[src/kgpu_pkg.sv]
// Shared types, codes, limits and the carry offset table of the keyframe gate.
`default_nettype none

package kgpu_pkg;

  // Stream widths, padded to whole bytes.
  localparam int unsigned IN_DATA_W  = 96;
  localparam int unsigned OUT_DATA_W = 104;

  // Item opcodes.
  localparam logic [1:0] OP_VIDEO = 2'd0;
  localparam logic [1:0] OP_AUDIO = 2'd1;
  localparam logic [1:0] OP_CLOSE = 2'd2;

  // Result status codes.
  localparam logic [1:0] ST_FORWARD = 2'd0;
  localparam logic [1:0] ST_REJECT  = 2'd1;
  localparam logic [1:0] ST_KEEP    = 2'd2;

  // Codec selections.
  localparam logic [1:0] CODEC_H264 = 2'd0;
  localparam logic [1:0] CODEC_H265 = 2'd1;

  // Configuration register indexes.
  localparam logic [1:0] REG_SESSION = 2'd0;
  localparam logic [1:0] REG_CODEC   = 2'd1;
  localparam logic [1:0] REG_JUMP    = 2'd2;

  // Limits.
  localparam logic [23:0] MAX_VIDEO_BYTES   = 24'd4194304;
  localparam logic [23:0] MAX_AUDIO_BYTES   = 24'd8192;
  localparam logic [23:0] SHORT_AUDIO_BYTES = 24'd7;
  localparam logic [15:0] JUMP_RESET        = 16'd3000;
  localparam logic [28:0] WRAP_MS           = 29'd95443717;

  // Queue between the front and the back.
  localparam int unsigned QUEUE_DEPTH = 2;
  localparam int unsigned QPTR_W      = $clog2(QUEUE_DEPTH);
  localparam int unsigned QCNT_W      = $clog2(QUEUE_DEPTH + 1);

  // One classified item as it travels through the queue.
  typedef struct packed {
    logic [1:0]  op;
    logic        vsize_ok;
    logic        asize_ok;
    logic        audio_short;
    logic        start_nal;
    logic [23:0] size;
    logic [26:0] stamp;
  } cls_t;

  // floor(k * 2^33 / 90) for a carry count k.
  function automatic logic [29:0] wrap_offset(input logic [2:0] k);
    logic [29:0] off;
    case (k)
      3'd0:    off = 30'd0;
      3'd1:    off = 30'd95443717;
      3'd2:    off = 30'd190887435;
      3'd3:    off = 30'd286331153;
      3'd4:    off = 30'd381774870;
      3'd5:    off = 30'd477218588;
      3'd6:    off = 30'd572662306;
      3'd7:    off = 30'd668106023;
      default: off = 30'd0;
    endcase
    return off;
  endfunction

endpackage

`default_nettype wire

[src/kgpu_front.sv]
// Front end: decodes the frame header and size limits of an incoming item.
`default_nettype none

module kgpu_front (
  input  wire logic [1:0]  opcode_i,
  input  wire logic [23:0] frame_size_i,
  input  wire logic [7:0]  head_byte0_i,
  input  wire logic [7:0]  head_byte1_i,
  input  wire logic [7:0]  head_byte2_i,
  input  wire logic [7:0]  head_byte3_i,
  input  wire logic [7:0]  head_byte4_i,
  input  wire logic [26:0] stamp_ms_i,
  input  wire logic [1:0]  codec_i,
  output kgpu_pkg::cls_t   cls_o
);

  // NAL unit types that may open a recording.
  localparam logic [4:0] H264_IDR = 5'd5;
  localparam logic [4:0] H264_SPS = 5'd7;
  localparam logic [4:0] H264_PPS = 5'd8;
  localparam logic [5:0] H265_IDR_W = 6'd19;
  localparam logic [5:0] H265_IDR_N = 6'd20;
  localparam logic [5:0] H265_VPS   = 6'd32;
  localparam logic [5:0] H265_SPS   = 6'd33;
  localparam logic [5:0] H265_PPS   = 6'd34;

  logic [7:0] hb0, hb1, hb2, hb3, hb4;
  logic       hdr3, hdr4;
  logic [7:0] nal;
  logic [4:0] t264;
  logic [5:0] t265;
  logic       nal_ok;

  // Bytes past the end of the frame read as zero.
  assign hb0 = (frame_size_i > 24'd0) ? head_byte0_i : 8'd0;
  assign hb1 = (frame_size_i > 24'd1) ? head_byte1_i : 8'd0;
  assign hb2 = (frame_size_i > 24'd2) ? head_byte2_i : 8'd0;
  assign hb3 = (frame_size_i > 24'd3) ? head_byte3_i : 8'd0;
  assign hb4 = (frame_size_i > 24'd4) ? head_byte4_i : 8'd0;

  // Four-byte and three-byte start codes.
  assign hdr4 = (hb0 == 8'd0) && (hb1 == 8'd0) && (hb2 == 8'd0) && (hb3 == 8'd1);
  assign hdr3 = (hb0 == 8'd0) && (hb1 == 8'd0) && (hb2 == 8'd1);
  assign nal  = hdr4 ? hb4 : hb3;

  // NAL type check for the selected codec.
  assign t264 = nal[4:0];
  assign t265 = nal[6:1];
  always_comb begin
    case (codec_i)
      kgpu_pkg::CODEC_H264:
        nal_ok = (t264 == H264_IDR) || (t264 == H264_SPS) || (t264 == H264_PPS);
      kgpu_pkg::CODEC_H265:
        nal_ok = (t265 == H265_VPS) || (t265 == H265_SPS) || (t265 == H265_PPS) ||
                 (t265 == H265_IDR_W) || (t265 == H265_IDR_N);
      default:
        nal_ok = 1'b0;
    endcase
  end

  // Classified item.
  always_comb begin
    cls_o.op          = opcode_i;
    cls_o.vsize_ok    = (frame_size_i <= kgpu_pkg::MAX_VIDEO_BYTES);
    cls_o.asize_ok    = (frame_size_i <= kgpu_pkg::MAX_AUDIO_BYTES);
    cls_o.audio_short = (frame_size_i <= kgpu_pkg::SHORT_AUDIO_BYTES);
    cls_o.start_nal   = (hdr3 || hdr4) && nal_ok;
    cls_o.size        = frame_size_i;
    cls_o.stamp       = stamp_ms_i;
  end

endmodule

`default_nettype wire

[src/kgpu_fifo.sv]
// Short queue of classified items between the front and the back.
`default_nettype none

module kgpu_fifo (
  input  wire logic           clk_i,
  input  wire logic           rst_ni,
  input  wire logic           push_i,
  input  kgpu_pkg::cls_t      data_i,
  output logic                full_o,
  input  wire logic           pop_i,
  output logic                valid_o,
  output kgpu_pkg::cls_t      data_o
);

  kgpu_pkg::cls_t                     mem_q [kgpu_pkg::QUEUE_DEPTH];
  logic [kgpu_pkg::QPTR_W-1:0]        wr_ptr_q, wr_ptr_d;
  logic [kgpu_pkg::QPTR_W-1:0]        rd_ptr_q, rd_ptr_d;
  logic [kgpu_pkg::QCNT_W-1:0]        count_q, count_d;
  logic                               do_push, do_pop;

  localparam logic [kgpu_pkg::QPTR_W-1:0] LAST_PTR = kgpu_pkg::QPTR_W'(kgpu_pkg::QUEUE_DEPTH - 1);
  localparam logic [kgpu_pkg::QCNT_W-1:0] FULL_CNT = kgpu_pkg::QCNT_W'(kgpu_pkg::QUEUE_DEPTH);

  assign full_o  = (count_q == FULL_CNT);
  assign valid_o = (count_q != '0);
  assign data_o  = mem_q[rd_ptr_q];
  assign do_push = push_i && !full_o;
  assign do_pop  = pop_i && valid_o;

  // Pointer and fill count update.
  always_comb begin
    wr_ptr_d = wr_ptr_q;
    rd_ptr_d = rd_ptr_q;
    count_d  = count_q;
    if (do_push) begin
      wr_ptr_d = (wr_ptr_q == LAST_PTR) ? '0 : wr_ptr_q + 1'b1;
    end
    if (do_pop) begin
      rd_ptr_d = (rd_ptr_q == LAST_PTR) ? '0 : rd_ptr_q + 1'b1;
    end
    if (do_push && !do_pop) begin
      count_d = count_q + 1'b1;
    end else if (do_pop && !do_push) begin
      count_d = count_q - 1'b1;
    end
  end

  always_ff @(posedge clk_i or negedge rst_ni) begin
    if (!rst_ni) begin
      wr_ptr_q <= '0;
      rd_ptr_q <= '0;
      count_q  <= '0;
    end else begin
      wr_ptr_q <= wr_ptr_d;
      rd_ptr_q <= rd_ptr_d;
      count_q  <= count_d;
    end
  end

  // Entry storage.
  always_ff @(posedge clk_i) begin
    if (do_push) begin
      mem_q[wr_ptr_q] <= data_i;
    end
  end

endmodule

`default_nettype wire

[src/kgpu_back.sv]
// Back end: session state, timestamp unwrapping, byte count and result register.
`default_nettype none

module kgpu_back (
  input  wire logic        clk_i,
  input  wire logic        rst_ni,
  // Configuration writes
  input  wire logic        cfg_we_i,
  input  wire logic [1:0]  cfg_idx_i,
  input  wire logic [15:0] cfg_wdata_i,
  output logic [1:0]       codec_o,
  // Classified items from the queue
  input  wire logic        item_valid_i,
  input  kgpu_pkg::cls_t   item_i,
  output logic             item_pop_o,
  // Result register
  output logic             out_valid_o,
  input  wire logic        out_ready_i,
  output logic [1:0]       status_o,
  output logic [29:0]      ext_o,
  output logic [29:0]      rec_o,
  output logic [39:0]      total_o
);

  // Configuration registers.
  logic        session_q, session_d;
  logic [1:0]  codec_q, codec_d;
  logic [15:0] jump_q, jump_d;

  // Session state.
  logic        started_q, started_d;
  logic        have_first_q, have_first_d;
  logic [26:0] first_q, first_d;
  logic [26:0] last_q, last_d;
  logic [2:0]  wrap_q, wrap_d;
  logic [39:0] bytes_q, bytes_d;

  // Result register.
  logic        out_valid_q;
  logic [1:0]  status_q, status_d;
  logic [29:0] ext_q, ext_d;
  logic [29:0] rec_q, rec_d;
  logic [39:0] total_q;

  logic        take;
  logic [26:0] first_eff, last_eff;
  logic        back_step;
  logic [26:0] fwd_diff;
  logic [28:0] wsum;
  logic        jump_bad;
  logic [2:0]  k_new;
  logic [29:0] ext_new;
  logic [30:0] rec_new;
  logic        vid_ok;
  logic        codec_known;

  assign take       = item_valid_i && (!out_valid_q || out_ready_i);
  assign item_pop_o = take;
  assign codec_o    = codec_q;
  assign codec_known = (codec_q == kgpu_pkg::CODEC_H264) || (codec_q == kgpu_pkg::CODEC_H265);

  // The first admitted video frame anchors both stored stamps.
  assign first_eff = have_first_q ? first_q : item_i.stamp;
  assign last_eff  = have_first_q ? last_q : item_i.stamp;

  // Jump check, forward and across the wrap.
  assign back_step = (last_eff > item_i.stamp);
  assign fwd_diff  = item_i.stamp - last_eff;
  assign wsum      = {2'b00, item_i.stamp} + kgpu_pkg::WRAP_MS - {2'b00, last_eff};
  assign jump_bad  = (!back_step && (fwd_diff > {11'd0, jump_q})) ||
                     (back_step && !wsum[28] && (wsum[27:0] > {12'd0, jump_q}));

  // Extended stamp and record time.
  assign k_new   = wrap_q + {2'b00, back_step};
  assign ext_new = {3'b000, item_i.stamp} + kgpu_pkg::wrap_offset(k_new);
  assign rec_new = {1'b0, ext_new} - {4'b0000, first_eff};

  assign vid_ok = session_q && item_i.vsize_ok && (started_q || item_i.start_nal);

  // Next state and result.
  always_comb begin
    session_d    = session_q;
    codec_d      = codec_q;
    jump_d       = jump_q;
    started_d    = started_q;
    have_first_d = have_first_q;
    first_d      = first_q;
    last_d       = last_q;
    wrap_d       = wrap_q;
    bytes_d      = bytes_q;
    status_d     = kgpu_pkg::ST_REJECT;
    ext_d        = '0;
    rec_d        = '0;

    if (take) begin
      case (item_i.op)
        kgpu_pkg::OP_CLOSE: begin
          status_d = kgpu_pkg::ST_KEEP;
          if (codec_known) begin
            session_d    = 1'b0;
            started_d    = 1'b0;
            have_first_d = 1'b0;
            first_d      = '0;
            last_d       = '0;
            wrap_d       = '0;
            bytes_d      = '0;
          end
        end
        kgpu_pkg::OP_AUDIO: begin
          if (session_q && item_i.asize_ok && started_q) begin
            ext_d = {3'b000, item_i.stamp};
            if (item_i.audio_short) begin
              status_d = kgpu_pkg::ST_KEEP;
            end else begin
              status_d = kgpu_pkg::ST_FORWARD;
              bytes_d  = bytes_q + {16'd0, item_i.size};
            end
          end
        end
        kgpu_pkg::OP_VIDEO: begin
          if (vid_ok) begin
            started_d    = 1'b1;
            have_first_d = 1'b1;
            first_d      = first_eff;
            last_d       = item_i.stamp;
            if (!jump_bad) begin
              wrap_d = k_new;
              if (!rec_new[30]) begin
                ext_d = ext_new;
                rec_d = rec_new[29:0];
                if (codec_known) begin
                  status_d = kgpu_pkg::ST_FORWARD;
                  bytes_d  = bytes_q + {16'd0, item_i.size};
                end else begin
                  status_d = kgpu_pkg::ST_KEEP;
                end
              end
            end
          end
        end
        default: begin
        end
      endcase
    end

    // Register writes must arrive only while the block is idle; the block itself does not enforce this.
    if (cfg_we_i) begin
      case (cfg_idx_i)
        kgpu_pkg::REG_SESSION: session_d = cfg_wdata_i[0];
        kgpu_pkg::REG_CODEC:   codec_d   = cfg_wdata_i[1:0];
        kgpu_pkg::REG_JUMP:    jump_d    = cfg_wdata_i;
        default: begin
        end
      endcase
    end
  end

  // Control and session state.
  always_ff @(posedge clk_i or negedge rst_ni) begin
    if (!rst_ni) begin
      session_q    <= 1'b0;
      codec_q      <= kgpu_pkg::CODEC_H264;
      jump_q       <= kgpu_pkg::JUMP_RESET;
      started_q    <= 1'b0;
      have_first_q <= 1'b0;
      first_q      <= '0;
      last_q       <= '0;
      wrap_q       <= '0;
      bytes_q      <= '0;
      out_valid_q  <= 1'b0;
    end else begin
      session_q    <= session_d;
      codec_q      <= codec_d;
      jump_q       <= jump_d;
      started_q    <= started_d;
      have_first_q <= have_first_d;
      first_q      <= first_d;
      last_q       <= last_d;
      wrap_q       <= wrap_d;
      bytes_q      <= bytes_d;
      if (take) begin
        out_valid_q <= 1'b1;
      end else if (out_ready_i) begin
        out_valid_q <= 1'b0;
      end
    end
  end

  // Result payload.
  always_ff @(posedge clk_i) begin
    if (take) begin
      status_q <= status_d;
      ext_q    <= ext_d;
      rec_q    <= rec_d;
      total_q  <= bytes_d;
    end
  end

  assign out_valid_o = out_valid_q;
  assign status_o    = status_q;
  assign ext_o       = ext_q;
  assign rec_o       = rec_q;
  assign total_o     = total_q;

endmodule

`default_nettype wire

[src/keyframe_gate_pts_unwrap.sv]
// An accepted item is written into the queue, then taken by the back end into the result register, which offers it.
// Throughput: one item per cycle while m_axis_tready does not hold the result; the back end's
// state update (stamp compare, carry offset add, byte count add) sets that pace.
// A two-entry queue between front and back holds items while the output stalls.
// Reset (rst_ni low, asynchronous) clears the session, empties the queue and
// the result register, and loads the registers with their reset values.
`default_nettype none

module keyframe_gate_pts_unwrap (
  input  wire logic        clk_i,
  input  wire logic        rst_ni,
  // Configuration
  input  wire logic        cfg_we_i,
  input  wire logic [1:0]  cfg_idx_i,
  input  wire logic [15:0] cfg_wdata_i,
  // Input items
  input  wire logic        s_axis_tvalid,
  output logic             s_axis_tready,
  // tdata: frame_size, head_byte0, head_byte1, head_byte2, head_byte3, head_byte4, stamp_ms
  input  wire logic [kgpu_pkg::IN_DATA_W-1:0] s_axis_tdata,
  // tuser: opcode
  input  wire logic [1:0]  s_axis_tuser,
  // Result items
  output logic             m_axis_tvalid,
  input  wire logic        m_axis_tready,
  // tdata: extended_stamp, record_time, byte_total
  output logic [kgpu_pkg::OUT_DATA_W-1:0] m_axis_tdata,
  // tuser: status
  output logic [1:0]       m_axis_tuser
);

  kgpu_pkg::cls_t cls_in;
  kgpu_pkg::cls_t cls_out;
  logic           q_full, q_valid, q_pop;
  logic [1:0]     codec;
  logic [29:0]    ext, rec;
  logic [39:0]    total;

  // Classify the incoming item.
  kgpu_front u_front (
    .opcode_i     (s_axis_tuser),
    .frame_size_i (s_axis_tdata[23:0]),
    .head_byte0_i (s_axis_tdata[31:24]),
    .head_byte1_i (s_axis_tdata[39:32]),
    .head_byte2_i (s_axis_tdata[47:40]),
    .head_byte3_i (s_axis_tdata[55:48]),
    .head_byte4_i (s_axis_tdata[63:56]),
    .stamp_ms_i   (s_axis_tdata[90:64]),
    .codec_i      (codec),
    .cls_o        (cls_in)
  );

  assign s_axis_tready = !q_full;

  // Queue of classified items.
  kgpu_fifo u_fifo (
    .clk_i   (clk_i),
    .rst_ni  (rst_ni),
    .push_i  (s_axis_tvalid),
    .data_i  (cls_in),
    .full_o  (q_full),
    .pop_i   (q_pop),
    .valid_o (q_valid),
    .data_o  (cls_out)
  );

  // Session state and result register.
  kgpu_back u_back (
    .clk_i        (clk_i),
    .rst_ni       (rst_ni),
    .cfg_we_i     (cfg_we_i),
    .cfg_idx_i    (cfg_idx_i),
    .cfg_wdata_i  (cfg_wdata_i),
    .codec_o      (codec),
    .item_valid_i (q_valid),
    .item_i       (cls_out),
    .item_pop_o   (q_pop),
    .out_valid_o  (m_axis_tvalid),
    .out_ready_i  (m_axis_tready),
    .status_o     (m_axis_tuser),
    .ext_o        (ext),
    .rec_o        (rec),
    .total_o      (total)
  );

  assign m_axis_tdata = {4'd0, total, rec, ext};

endmodule

`default_nettype wire

[config.mk]
export PLATFORM = sky130hd
export DESIGN_NAME = keyframe_gate_pts_unwrap
export DESIGN_NICKNAME = d
export VERILOG_FILES = /design/src/kgpu_pkg.sv /design/src/kgpu_front.sv /design/src/kgpu_fifo.sv /design/src/kgpu_back.sv /design/src/keyframe_gate_pts_unwrap.sv
export SDC_FILE = /design/constraint.sdc
export NUM_CORES = 1
export LEC_CHECK = 0
export BUFFER_PORTS_ARGS = -buffer_cell sky130_fd_sc_hd__buf_2
export CORE_MARGIN = 5
export CORE_UTILIZATION = 45
export CTS_BUF_LIST = sky130_fd_sc_hd__clkbuf_8
export DETAILED_ROUTE_END_ITERATION = 16
export MAX_ROUTING_LAYER = met4
export SLEW_MARGIN = 40
export SYNTH_ARGS = -nofsm -noshare
export SYNTH_HDL_FRONTEND = slang
export SYNTH_SLANG_ARGS = --single-unit
[constraint.sdc]
create_clock -name clk_i -period 16.6 [get_ports clk_i]
set_input_delay 1.66 -clock clk_i [delete_from_list [all_inputs] [get_ports clk_i]]
set_output_delay 1.66 -clock clk_i [all_outputs]
set_load 0.02 [all_outputs]
# After elaboration in Yosys (flattened, before gate mapping)
# Memory sizes are Yosys's and may differ from the RTL's.
# Index checks and enable logic that the tools add are counted.
dict set report op_classes {
  n_lt_le_gt_ge 11
  n_reduce_logical 49
  muxes 55
  n_addsub 11
  n_bitwise 2
  eq_ne 19
  mul 0
  shifts 0
  div_mod_pow 0
}
# cell count
set ops {}
lappend ops {{$mux 40} 8}
lappend ops {{$mux 27} 6}
lappend ops {{$pmux 40 s3} 1}
lappend ops {{$pmux 27 s2} 2}
lappend ops {{$mux 30} 3}
lappend ops {{$pmux 30 s2} 1}
lappend ops {{$gt 24x1->1 const B} 2}
lappend ops {{$gt 24x2->1 const B} 2}
lappend ops {{$add 40x24->40} 1}
lappend ops {{$mux 8} 4}
lappend ops {{$sub 30x27->31} 1}
lappend ops {{$add 27x30->30} 1}
lappend ops {{$sub 29x27->29} 1}
lappend ops {{$add 27x27->28 const B} 1}
lappend ops {{$gt 28x16->1} 1}
lappend ops {{$gt 27x16->1} 1}
lappend ops {{$gt 27x27->1} 1}
lappend ops {{$sub 27x27->27} 1}
lappend ops {{$gt 24x3->1 const B} 1}
lappend ops {{$le 24x14->1 const B} 1}
lappend ops {{$le 24x23->1 const B} 1}
lappend ops {{$le 24x3->1 const B} 1}
lappend ops {{$logic_not 8->1} 3}
lappend ops {{$eq 6x6->1 const B} 3}
lappend ops {{other kinds (29)} 99}
dict set report word_totals {
  output_inout_bits 108
  ram_bits 114
  rom_bits 208
  latchBits 0
  memories 2
  ff_bits 224
  input_bits 121
  elab_cells 165
}
# memory depth width rd rd_clocked_by_memory_dff wr line_no
set mem_list {}
lappend mem_list {{(no name shown)} 8 26 1 0 0 kgpu_pkg.sv:55} ;# case (k)
lappend mem_list {u_fifo.mem_q 2 57 1 0 1 kgpu_fifo.sv:15} ;# kgpu_pkg::cls_t mem_q [kgpu_pkg::QUEUE_DEPTH];

# Longest topological paths before layout
# Gate-level depths: netlist (run 1).
dict set report logic_depth {
  depth_word 14
  depth_mapped 50
  ltp_nobuf 41
}

# Hierarchy
# From an unflattened synthesis (run 1), not the netlist that was laid out.
dict set report hier_totals {
  hier_cells 2199
  area_unflattened_um2 22649.2
}
# mod area_per_inst_um2 cells_per_inst instances seq_area_each_um2
set modules_own_cells {}
lappend modules_own_cells {kgpu_back 17306.6 1870 1 6024.5}
lappend modules_own_cells {kgpu_fifo 4386.7 196 1 3523.4}
lappend modules_own_cells {kgpu_front 918.4 127 1 0.0}
lappend modules_own_cells {keyframe_gate_pts_unwrap 37.5 6 1 0.0}

# Worst setup path after synthesis (run 1)
# No wires, ideal clock.
dict set report synth_path {
  kind {reg-to-reg}
  startpoint {register u_fifo.rd_ptr_q}
  endpoint {register u_back.total_q[10] (netlist: u_back.total_o[10]), data pin}
  arrival_time_ns 11.312
  n_path_buf 9
  period_less_slack_ns 11.572
  setup_ns 0.260
  t_required_ns 16.340
  stages_incl_launch_ff 47
  path_slack_ns 5.028
  path_cell_list {dfrtp_1 > buf_4 > buf_2 > buf_1 > buf_2 > clkbuf_1 > buf_2 > buf_1 > mux2i_1 > inv_1 > mux2i_1 > ha_1 > a21oi_1 > a21bo_2 > o211a_1 > or4_1 > o211a_2 > o31a_4 > [... 11 more ...] > a21oi_1 > o21bai_1 > a21oi_1 > xnor2_1 > ha_1 > and4_1 > o211ai_1 > o221a_2 > and3_1 > o21ai_0 > a221oi_1 > o21a_1 > o211ai_1 > a21o_1 > o211ai_2 > a211o_2 > buf_2 > a22o_1}
}
dict set report synth_via {
  elab_chain_len 12
  word_cells_on_any_way 36
  classes_between {add/sub (7); order compare (3); eq/ne (2); mux (10); reduce/logical (12); memory (2)}
}
# item line_no
set synth_rtl {}
lappend synth_rtl {{from (decl)} kgpu_fifo.sv:17} ;# logic [kgpu_pkg::QPTR_W-1:0] rd_ptr_q, rd_ptr_d;
lappend synth_rtl {{from (signal assigned)} kgpu_fifo.sv:55} ;# rd_ptr_q <= rd_ptr_d;
lappend synth_rtl {{$mem_v2 2x57 (*)} -}
lappend synth_rtl {{$mux 27} kgpu_back.sv:64} ;# assign last_eff = have_first_q ? last_q : item_i.stamp;
lappend synth_rtl {{$gt 27x27->1} kgpu_back.sv:67} ;# assign back_step = (last_eff > item_i.stamp);
lappend synth_rtl {{$add 3x1->3} kgpu_back.sv:74} ;# assign k_new = wrap_q + {2'b00, back_step};
lappend synth_rtl {{$mem_v2 8x26} -}
lappend synth_rtl {{$add 27x30->30} kgpu_back.sv:75} ;# assign ext_new = {3'b000, item_i.stamp} + kgpu_pkg::wrap_offset(k_new);
lappend synth_rtl {{$sub 30x27->31} kgpu_back.sv:76} ;# assign rec_new = {1'b0, ext_new} - {4'b0000, first_eff};
lappend synth_rtl {{$mux 40} kgpu_back.sv:128} ;# if (!rec_new[30]) begin
lappend synth_rtl {{$mux 40} kgpu_back.sv:126} ;# if (!jump_bad) begin
lappend synth_rtl {{$mux 40} kgpu_back.sv:121} ;# if (vid_ok) begin
lappend synth_rtl {{$pmux 40 s3 (*)} kgpu_back.sv:96} ;# case (item_i.op)
lappend synth_rtl {{$mux 40 (*)} kgpu_back.sv:95} ;# if (take) begin
lappend synth_rtl {{net u_back.bytes_d[10]} kgpu_back.sv:36} ;# logic [39:0] bytes_q, bytes_d;
lappend synth_rtl {{to (signal assigned)} kgpu_back.sv:195} ;# total_q <= bytes_d;
lappend synth_rtl {{to (decl)} kgpu_back.sv:43} ;# logic [39:0] total_q;
# Mark *: on every way through the listed nets, which the timed path passes. The rest lies on a longest branch.
# A chain may end at the register's enable or synchronous reset.

# Worst setup path after layout (run 1)
dict set report layout_path {
  startpoint {register u_fifo.rd_ptr_q}
  endpoint {register u_back.total_q[35] (netlist: u_back.total_o[35]), data pin}
}
# Same word-level chain as after synthesis.

==> impl_metrics.ini, run 1 <==
[run_status]
status = finished, final reports clean

[cells_and_area]
area_delta_synth_final_pct = 14.72
area.sequential_sq_um = 9553
layout_commonest_cell = buf_2
nFillCells = 4475
nNetsFinal = 2676
layout_common_cells = 217 x buf_2, 216 x edfxtp_1, 174 x nand2_1
multi_input_area_sq_um = 11810
drive_gt1_share_pct = 17.48
fin_area_sq_um = 25170

[timing]
post-route-period-util_pct = 77.86
finalMaxSlewViolations = 0
slew_headroom_pct = 43.73
worst_pin_slew_ns = 0.8381
finalSetupViolCount = 0
rsz0062_at_grt = no
setup_tns_ns = 0
hold_viol_final = 0
max_freq_mhz = 77.37
fin_skew_ns = 0.06042
min_period_ns = 12.92

[routing]
wirelength_um = 65730
postRouteAntennaNets = 0
firstDrtPassIters = 5
routedWlPerCell_um = 21.40
via_per_inst = 5.778
vias = 17749
drt_iter0_markers = 1272
drc = 0

[floorplan]
core_region_area_sq_um = 48550
row_count = 81
die_area_sq_um = 53270
die_h_um = 230.8
ioPinCount = 229
die_w_um = 230.8
floorplan.initialDensity_pct = 45.19

[critical_path]
crit_type = reg2reg
cp.required_ns = 17.02
critical_path.slowest_cell = a211o_2
cp_data_arrival_time_ns = 13.34
startpoint_type = flip-flop
cp_max_fo = 62
cp_top_family = compound AO/OA/AOI/OAI gates
crit_path_frequent_cell = ha_1
crit_buf_inv = 3
worstSetupEndpointType = flip-flop
slowest_delay_ns = 0.68

[cts]
holdBufCountCts = 0
clk_pin_slew_ns = 0.07
htree_levels = 2
post_cts_buffers = 0
cts_num_sinks = 338
worstSkewPairLatency_ns = 0.69
cts_root_buffer = clkbuf_8
cts_tree = built
cts_buffers = 59
cts_resized = 0
cts_buffer_depth = 3

[synthesis]
netlist_instances = 2145
synthFlopType = edfxtp_1
synth_edf_count = 216
ys.warnings.count = 0
syn_area_per_cell_sq_um = 10.23
synth_area_sq_um = 21940
postSynth.asyncResetShare_pct = 36.09
ys_seq_area_share_pct = 43.52
synth_seq_cells = 338
synth_cell_types = 92

[min_path]
hold_path_class = reg2reg

[global_route]
grt_pass1_vias = 17423
grt_util_all_layers_pct = 24.76
grt_pass1_wl_um = 101100
grt_overflow_total = 0
grt_max_degree = 70
antenna_found_initial = 13

[placement]
place_hpwl_um = 48850
globalplace.congestion = 0.9178
place_area_sq_um = 23770
portBuffers = 218

[job]
drv_cap = 0
per-layer routing:
metal	track usage [%]	share of wire, %	routed length, um
met1	32.06	44	29000
met2	40.82	48	31710
met3	4.600	5.7	3766
met4	5.739	1.9	1257
met5	-	0	0
layout make-up:
class | count | area share [%]
Clock inverter | 44 | 1.606
Inverter | 92 | 1.382
Timing Repair Buffer | 242 | 5.185
Antenna cell | 13 | 0.1293
Clock buffer | 68 | 3.718
Sequential cell | 338 | 37.95
Multi-Input combinational cell | 1653 | 46.93
Tap cell | 622 | 3.092
per-stage QoR:
stage	cells	hold WS [ns]	setup WS, ns	utilization, %
6_report	3072	0.4798	3.675	51.85
5_1_grt	3072	0.5067	2.741	51.85
4_1_cts	3058	0.4847	3.400	51.73
3_5_place_dp	2946	0.4702	3.434	48.97
3_3_place_gp	2945	0.4603	3.298	48.88
2_1_floorplan	2148	0.4496	5.028	-
worst paths after layout:
kind,cells after the start,slack [ns],endpoint,start
max,37,3.68,u_back.total_o[35],u_fifo.rd_ptr_q
min,2,0.48,u_back.first_q[14],u_back.first_q[14]
max reg2reg,37,3.68,u_back.total_o[35],u_fifo.rd_ptr_q
min reg2reg,2,0.48,u_back.first_q[14],u_back.first_q[14]
max in group asynchronous,2,14.89,u_fifo.rd_ptr_q,rst_ni
min in group asynchronous,1,0.79,u_back.bytes_q[15],rst_ni
kinds of logic (layout without fill, tap and decap cells):
| kind of cell | after synthesis | count (layout) | share of synthesized area (%) |
|---|---|---|---|
| AOI/OAI and AO/OA | 630 | 630 | 18.91 |
| xor gates and xnor gates | 143 | 143 | 5.743 |
| adders and majority gates | 171 | 171 | 9.900 |
| buffers and inverters | 157 | 446 | 2.851 |
| DFF | 338 | 338 | 43.52 |
| muxes | 134 | 134 | 6.661 |
| other | 1 | 17 | 0.01709 |
| and+or+nand+nor | 571 | 571 | 12.40 |
worst min-delay path: stages (launching register included):
cell and delay [ns]:
dfrtp_1 0.34, nand2_1 0.04, o21ai_0 0.06
Yosys cell counts (all sizes together), types with 7 or more instances:
library cell | n | area [sq um]
or4 | 8 | 60.06
a41oi | 7 | 61.31
nand2b | 29 | 181.4
and4 | 7 | 61.31
mux2 | 50 | 566.8
o21bai | 9 | 67.56
o21a | 26 | 195.2
a211o | 7 | 62.56
nor2b | 16 | 100.1
nor3 | 27 | 135.1
and2 | 16 | 100.1
o31ai | 7 | 66.31
xnor2 | 96 | 840.8
buf | 27 | 137.6
inv | 89 | 334.1
a21o | 66 | 495.5
a22o | 43 | 376.6
xor2 | 47 | 419.2
clkbuf | 38 | 142.6
o211ai | 16 | 125.1
nand2 | 175 | 656.9
nand3 | 48 | 240.2
a211oi | 18 | 140.1
o21ai | 169 | 845.8
dfstp | 7 | 183.9
nor2 | 159 | 596.8
nor4 | 17 | 121.4
a22oi | 9 | 67.56
o22ai | 14 | 93.84
a21oi | 149 | 745.7
ha | 164 | 2052
mux2i | 84 | 894.6
dfrtp | 115 | 2878
a31oi | 15 | 93.84
nand3b | 10 | 75.07
nand4 | 25 | 156.4
or3 | 9 | 56.30
edfxtp | 216 | 6486
and3 | 13 | 81.33
flip-flops by register name (all words and copies together), names as in the netlist, 2 cells and up:
name             flops
u_back.bytes_q      40
u_back.codec_o       2
u_back.ext_o        30
u_back.first_q      27
u_back.jump_q       16
u_back.last_q       27
u_back.rec_o        30
u_back.status_o      2
u_back.total_o      40
u_back.wrap_q        3
u_fifo.count_q       2
u_fifo.mem_q       114
Power of run 1 is left out: the tool's default activity adds up to more than one toggle a clock period on the data nets, which glitch-free logic cannot reach.
==> inputs of run 2 (changes only) <==
Clock period 16.6 ns to 12.7 ns, I/O delays scaled along.
==> impl_metrics.ini, run 2 (same netlist as run 1, synthesis figures left out) <==
[timing]
fin_skew_ns = 0.06953
finalSetupViolCount = 0
finalMaxSlewViolations = 0
slew_headroom_pct = 46.82
hold_viol_final = 0
post-route-period-util_pct = 92.36
max_freq_mhz = 85.25
rsz0062_at_grt = no
min_period_ns = 11.73
worst_pin_slew_ns = 0.7977
setup_tns_ns = 0

[critical_path]
cp_data_arrival_time_ns = 12.06
cp_top_family = compound AO/OA/AOI/OAI gates
startpoint_type = flip-flop
crit_buf_inv = 4
critical_path.slowest_cell = o311ai_0
crit_path_frequent_cell = ha_1
worstSetupEndpointType = flip-flop
crit_type = reg2reg
cp_max_fo = 59
slowest_delay_ns = 0.74
cp.required_ns = 13.02

[cells_and_area]
nFillCells = 4440
layout_common_cells = 217 x buf_2, 216 x edfxtp_1, 174 x nand2_1
area.sequential_sq_um = 9553
largest_register = u_fifo.mem_q
multi_input_area_sq_um = 11820
largest_register_ffs = 114
drive_gt1_share_pct = 17.96
nNetsFinal = 2691
layout_commonest_cell = buf_2
area_delta_synth_final_pct = 14.59

[cts]
cts_buffers = 57
clk_pin_slew_ns = 0.06
htree_levels = 2
worstSkewPairLatency_ns = 0.69
cts_num_sinks = 338
cts_root_buffer = clkbuf_8
cts_resized = 0
post_cts_buffers = 0
cts_buffer_depth = 3
cts_tree = built
holdBufCountCts = 0

[routing]
via_per_inst = 5.824
drt_iter0_markers = 1400
vias = 17933
routedWlPerCell_um = 21.24
wirelength_um = 65400
postRouteAntennaNets = 0
firstDrtPassIters = 7
drc = 0

[floorplan]
die_w_um = 230.8
ioPinCount = 229
floorplan.initialDensity_pct = 45.19
die_area_sq_um = 53270
die_h_um = 230.8
core_region_area_sq_um = 48550
row_count = 81

[global_route]
grt_util_all_layers_pct = 24.49
grt_pass1_wl_um = 99690
antenna_found_initial = 7
grt_max_degree = 60
grt_overflow_total = 0
grt_pass1_vias = 17469

[placement]
globalplace.congestion = 0.9431
place_hpwl_um = 48870
portBuffers = 218

[job]
drv_cap = 0

[run_status]
status = finished, final reports clean

[min_path]
hold_path_class = reg2reg
## run 2: cell types whose count changed in the layout (fill, tap and decap cells not counted), sizes merged
| cell | delta |
|---|---|
| clkinvlp | -2 |
| diode | -6 |
| bufinv | -4 |
| clkbuf | -4 |
| inv | -3 |
| buf | +17 |
| clkinv | +9 |
## run 2: routing by layer
metal / global-route usage (%) / vias to the layer above / routed length, um
met5: - / - / 0
met4: 7.337 / 0 / 2066
met3: 3.972 / 107 / 3505
met2: 39.97 / 514 / 31310
met1: 31.73 / 8732 / 28510
li1: - / 8580 / -
## run 2: final timing paths
check,from,to,slack (ns),depth (start not counted)
max,u_fifo.rd_ptr_q,u_back.total_o[32],0.97,38
min,u_back.last_q[2],u_back.last_q[2],0.48,2
max reg2reg,u_fifo.rd_ptr_q,u_back.total_o[32],0.97,38
min reg2reg,u_back.last_q[2],u_back.last_q[2],0.48,2
max in group asynchronous,rst_ni,u_fifo.rd_ptr_q,10.96,2
min in group asynchronous,rst_ni,u_back.bytes_q[1],0.54,1
## run 2: final cells by class
cell class                      count  area share [%]
Clock buffer                       64           3.504
Timing Repair Buffer              259           5.773
Antenna cell                        7         0.06968
Sequential cell                   338           38.00
Multi-Input combinational cell   1653           47.01
Tap cell                          622           3.096
Inverter                           92           1.384
Clock inverter                     44           1.165
## run 2: worst min-delay path, delay by kind of cell (launching register included)
kind | cells | cell delay, ns
flip-flops | 1 | 0.34
AND/OR/NAND/NOR | 1 | 0.05
AO/OA/AOI/OAI | 1 | 0.06
## run 2: per-stage QoR
stage	hold slack [ns]	worst slack (ns)	cells	instance area [sq um]	utilization (%)
2_1_floorplan	0.4496	1.128	2148	21950	-
3_3_place_gp	0.4613	1.275	2963	23920	49.27
3_5_place_dp	0.4701	1.221	2963	23920	49.28
4_1_cts	0.4839	1.075	3071	25100	51.70
5_1_grt	0.4978	0.2610	3079	25140	51.79
6_report	0.4782	0.9697	3079	25140	51.79
Power of run 2 is left out for the same reason.
==> inputs of run 3 (changes only) <==
Settings changed: CORE_ASPECT_RATIO set to 0.9.
==> impl_metrics.ini, run 3 (same netlist as run 1, synthesis figures left out) <==
[cts]
cts_root_buffer = clkbuf_8
clk_pin_slew_ns = 0.06
holdBufCountCts = 0
post_cts_buffers = 0
worstSkewPairLatency_ns = 0.67
htree_levels = 2
cts_num_sinks = 338
cts_tree = built
cts_resized = 0
cts_buffer_depth = 3
cts_buffers = 57

[global_route]
grt_pass1_wl_um = 101900
grt_overflow_total = 0
grt_max_degree = 76
grt_pass1_vias = 17760
grt_util_all_layers_pct = 24.89
antenna_found_initial = 7

[cells_and_area]
fin_area_sq_um = 25210
largest_register_ffs = 114
largest_register = u_fifo.mem_q
layout_common_cells = 218 x buf_2, 216 x edfxtp_1, 175 x nand2_1
area_delta_synth_final_pct = 14.92
area.sequential_sq_um = 9553
layout_commonest_cell = buf_2
multi_input_area_sq_um = 11810
drive_gt1_share_pct = 18.21
nFillCells = 4370
utilization_pct = 52.50
nNetsFinal = 2696

[critical_path]
cp_data_arrival_time_ns = 12.10
crit_type = reg2reg
critical_path.slowest_cell = xnor2_1
startpoint_type = flip-flop
cp_top_family = compound AO/OA/AOI/OAI gates
cp_max_fo = 31
crit_buf_inv = 6
slowest_delay_ns = 0.74
worstSetupEndpointType = flip-flop
r2r_slack_ns = 0.97
cp.required_ns = 13.07

[floorplan]
row_count = 76
die_area_sq_um = 53280
die_w_um = 242.8
die_h_um = 219.5
core_region_area_sq_um = 48020
ioPinCount = 229
floorplan.initialDensity_pct = 45.69

[routing]
via_per_inst = 5.895
wirelength_um = 66610
postRouteAntennaNets = 0
vias = 18192
drt_iter0_markers = 1728
firstDrtPassIters = 6
drc = 0
routedWlPerCell_um = 21.59

[placement]
place_hpwl_um = 50640
pre_cts_slack_ns = 1.056
globalplace.congestion = 0.9572
place_area_sq_um = 23940
portBuffers = 218

[timing]
setup_tns_ns = 0
rsz0062_at_grt = no
slew_headroom_pct = 39.47
finalSetupViolCount = 0
max_freq_mhz = 85.25
min_period_ns = 11.73
worst_pin_slew_ns = 0.9079
layout_setup_ws_ns = 0.9696
post-route-period-util_pct = 92.37
fin_skew_ns = 0.02280
finalMaxSlewViolations = 0
hold_viol_final = 0

[job]
drv_cap = 0

[min_path]
hold_path_class = reg2reg

[run_status]
status = finished, final reports clean
## run 3: worst reg2reg max path: cells and delay by family (launching register included)
family                     cells  cell delay, ns
adders and majority gates      6            1.98
xor gates and xnor gates       2            0.90
muxes                          2            0.88
AOI/OAI and AO/OA             20            4.61
DFF                            1            0.61
and+or+nand+nor                5            1.30
buffers and inverters          6            1.19
## run 3: path summary, 6_finish.rpt
path,startpoint,to,cells after the start
max in group asynchronous,rst_ni,u_fifo.rd_ptr_q,2
min in group asynchronous,rst_ni,u_back.bytes_q[35],1
min,u_back.first_q[9],u_back.first_q[9],2
max reg2reg,u_fifo.rd_ptr_q,u_back.total_o[36],41
max,u_fifo.rd_ptr_q,u_back.total_o[36],41
min reg2reg,u_back.first_q[9],u_back.first_q[9],2
## run 3: metrics by stage
stage | hold slack, ns | instances
floorplan | 0.4496 | 2148
global placement | 0.4619 | 2969
detailed placement | 0.4700 | 2969
CTS | 0.4830 | 3077
global route | 0.5052 | 3086
finish | 0.4778 | 3086
## run 3: final cells by class
| cell class | instances | area share [%] |
|---|---|---|
| multi-input cells | 1653 | 46.85 |
| inverters | 92 | 1.380 |
| flip-flops and latches | 338 | 37.89 |
| clock inverters | 44 | 1.375 |
| well taps | 624 | 3.097 |
| clock buffers | 64 | 3.494 |
| repair buffers | 264 | 5.851 |
| diodes | 7 | 0.06948 |
## run 3: layer usage
metal	vias to the layer above	track usage (%)	wire length (um)
li1	8588	-	-
met3	107	4.075	4292
met2	645	38.05	29350
met1	8852	35.09	31540
met5	-	-	0
met4	0	6.089	1425
Power of run 3 is left out for the same reason.
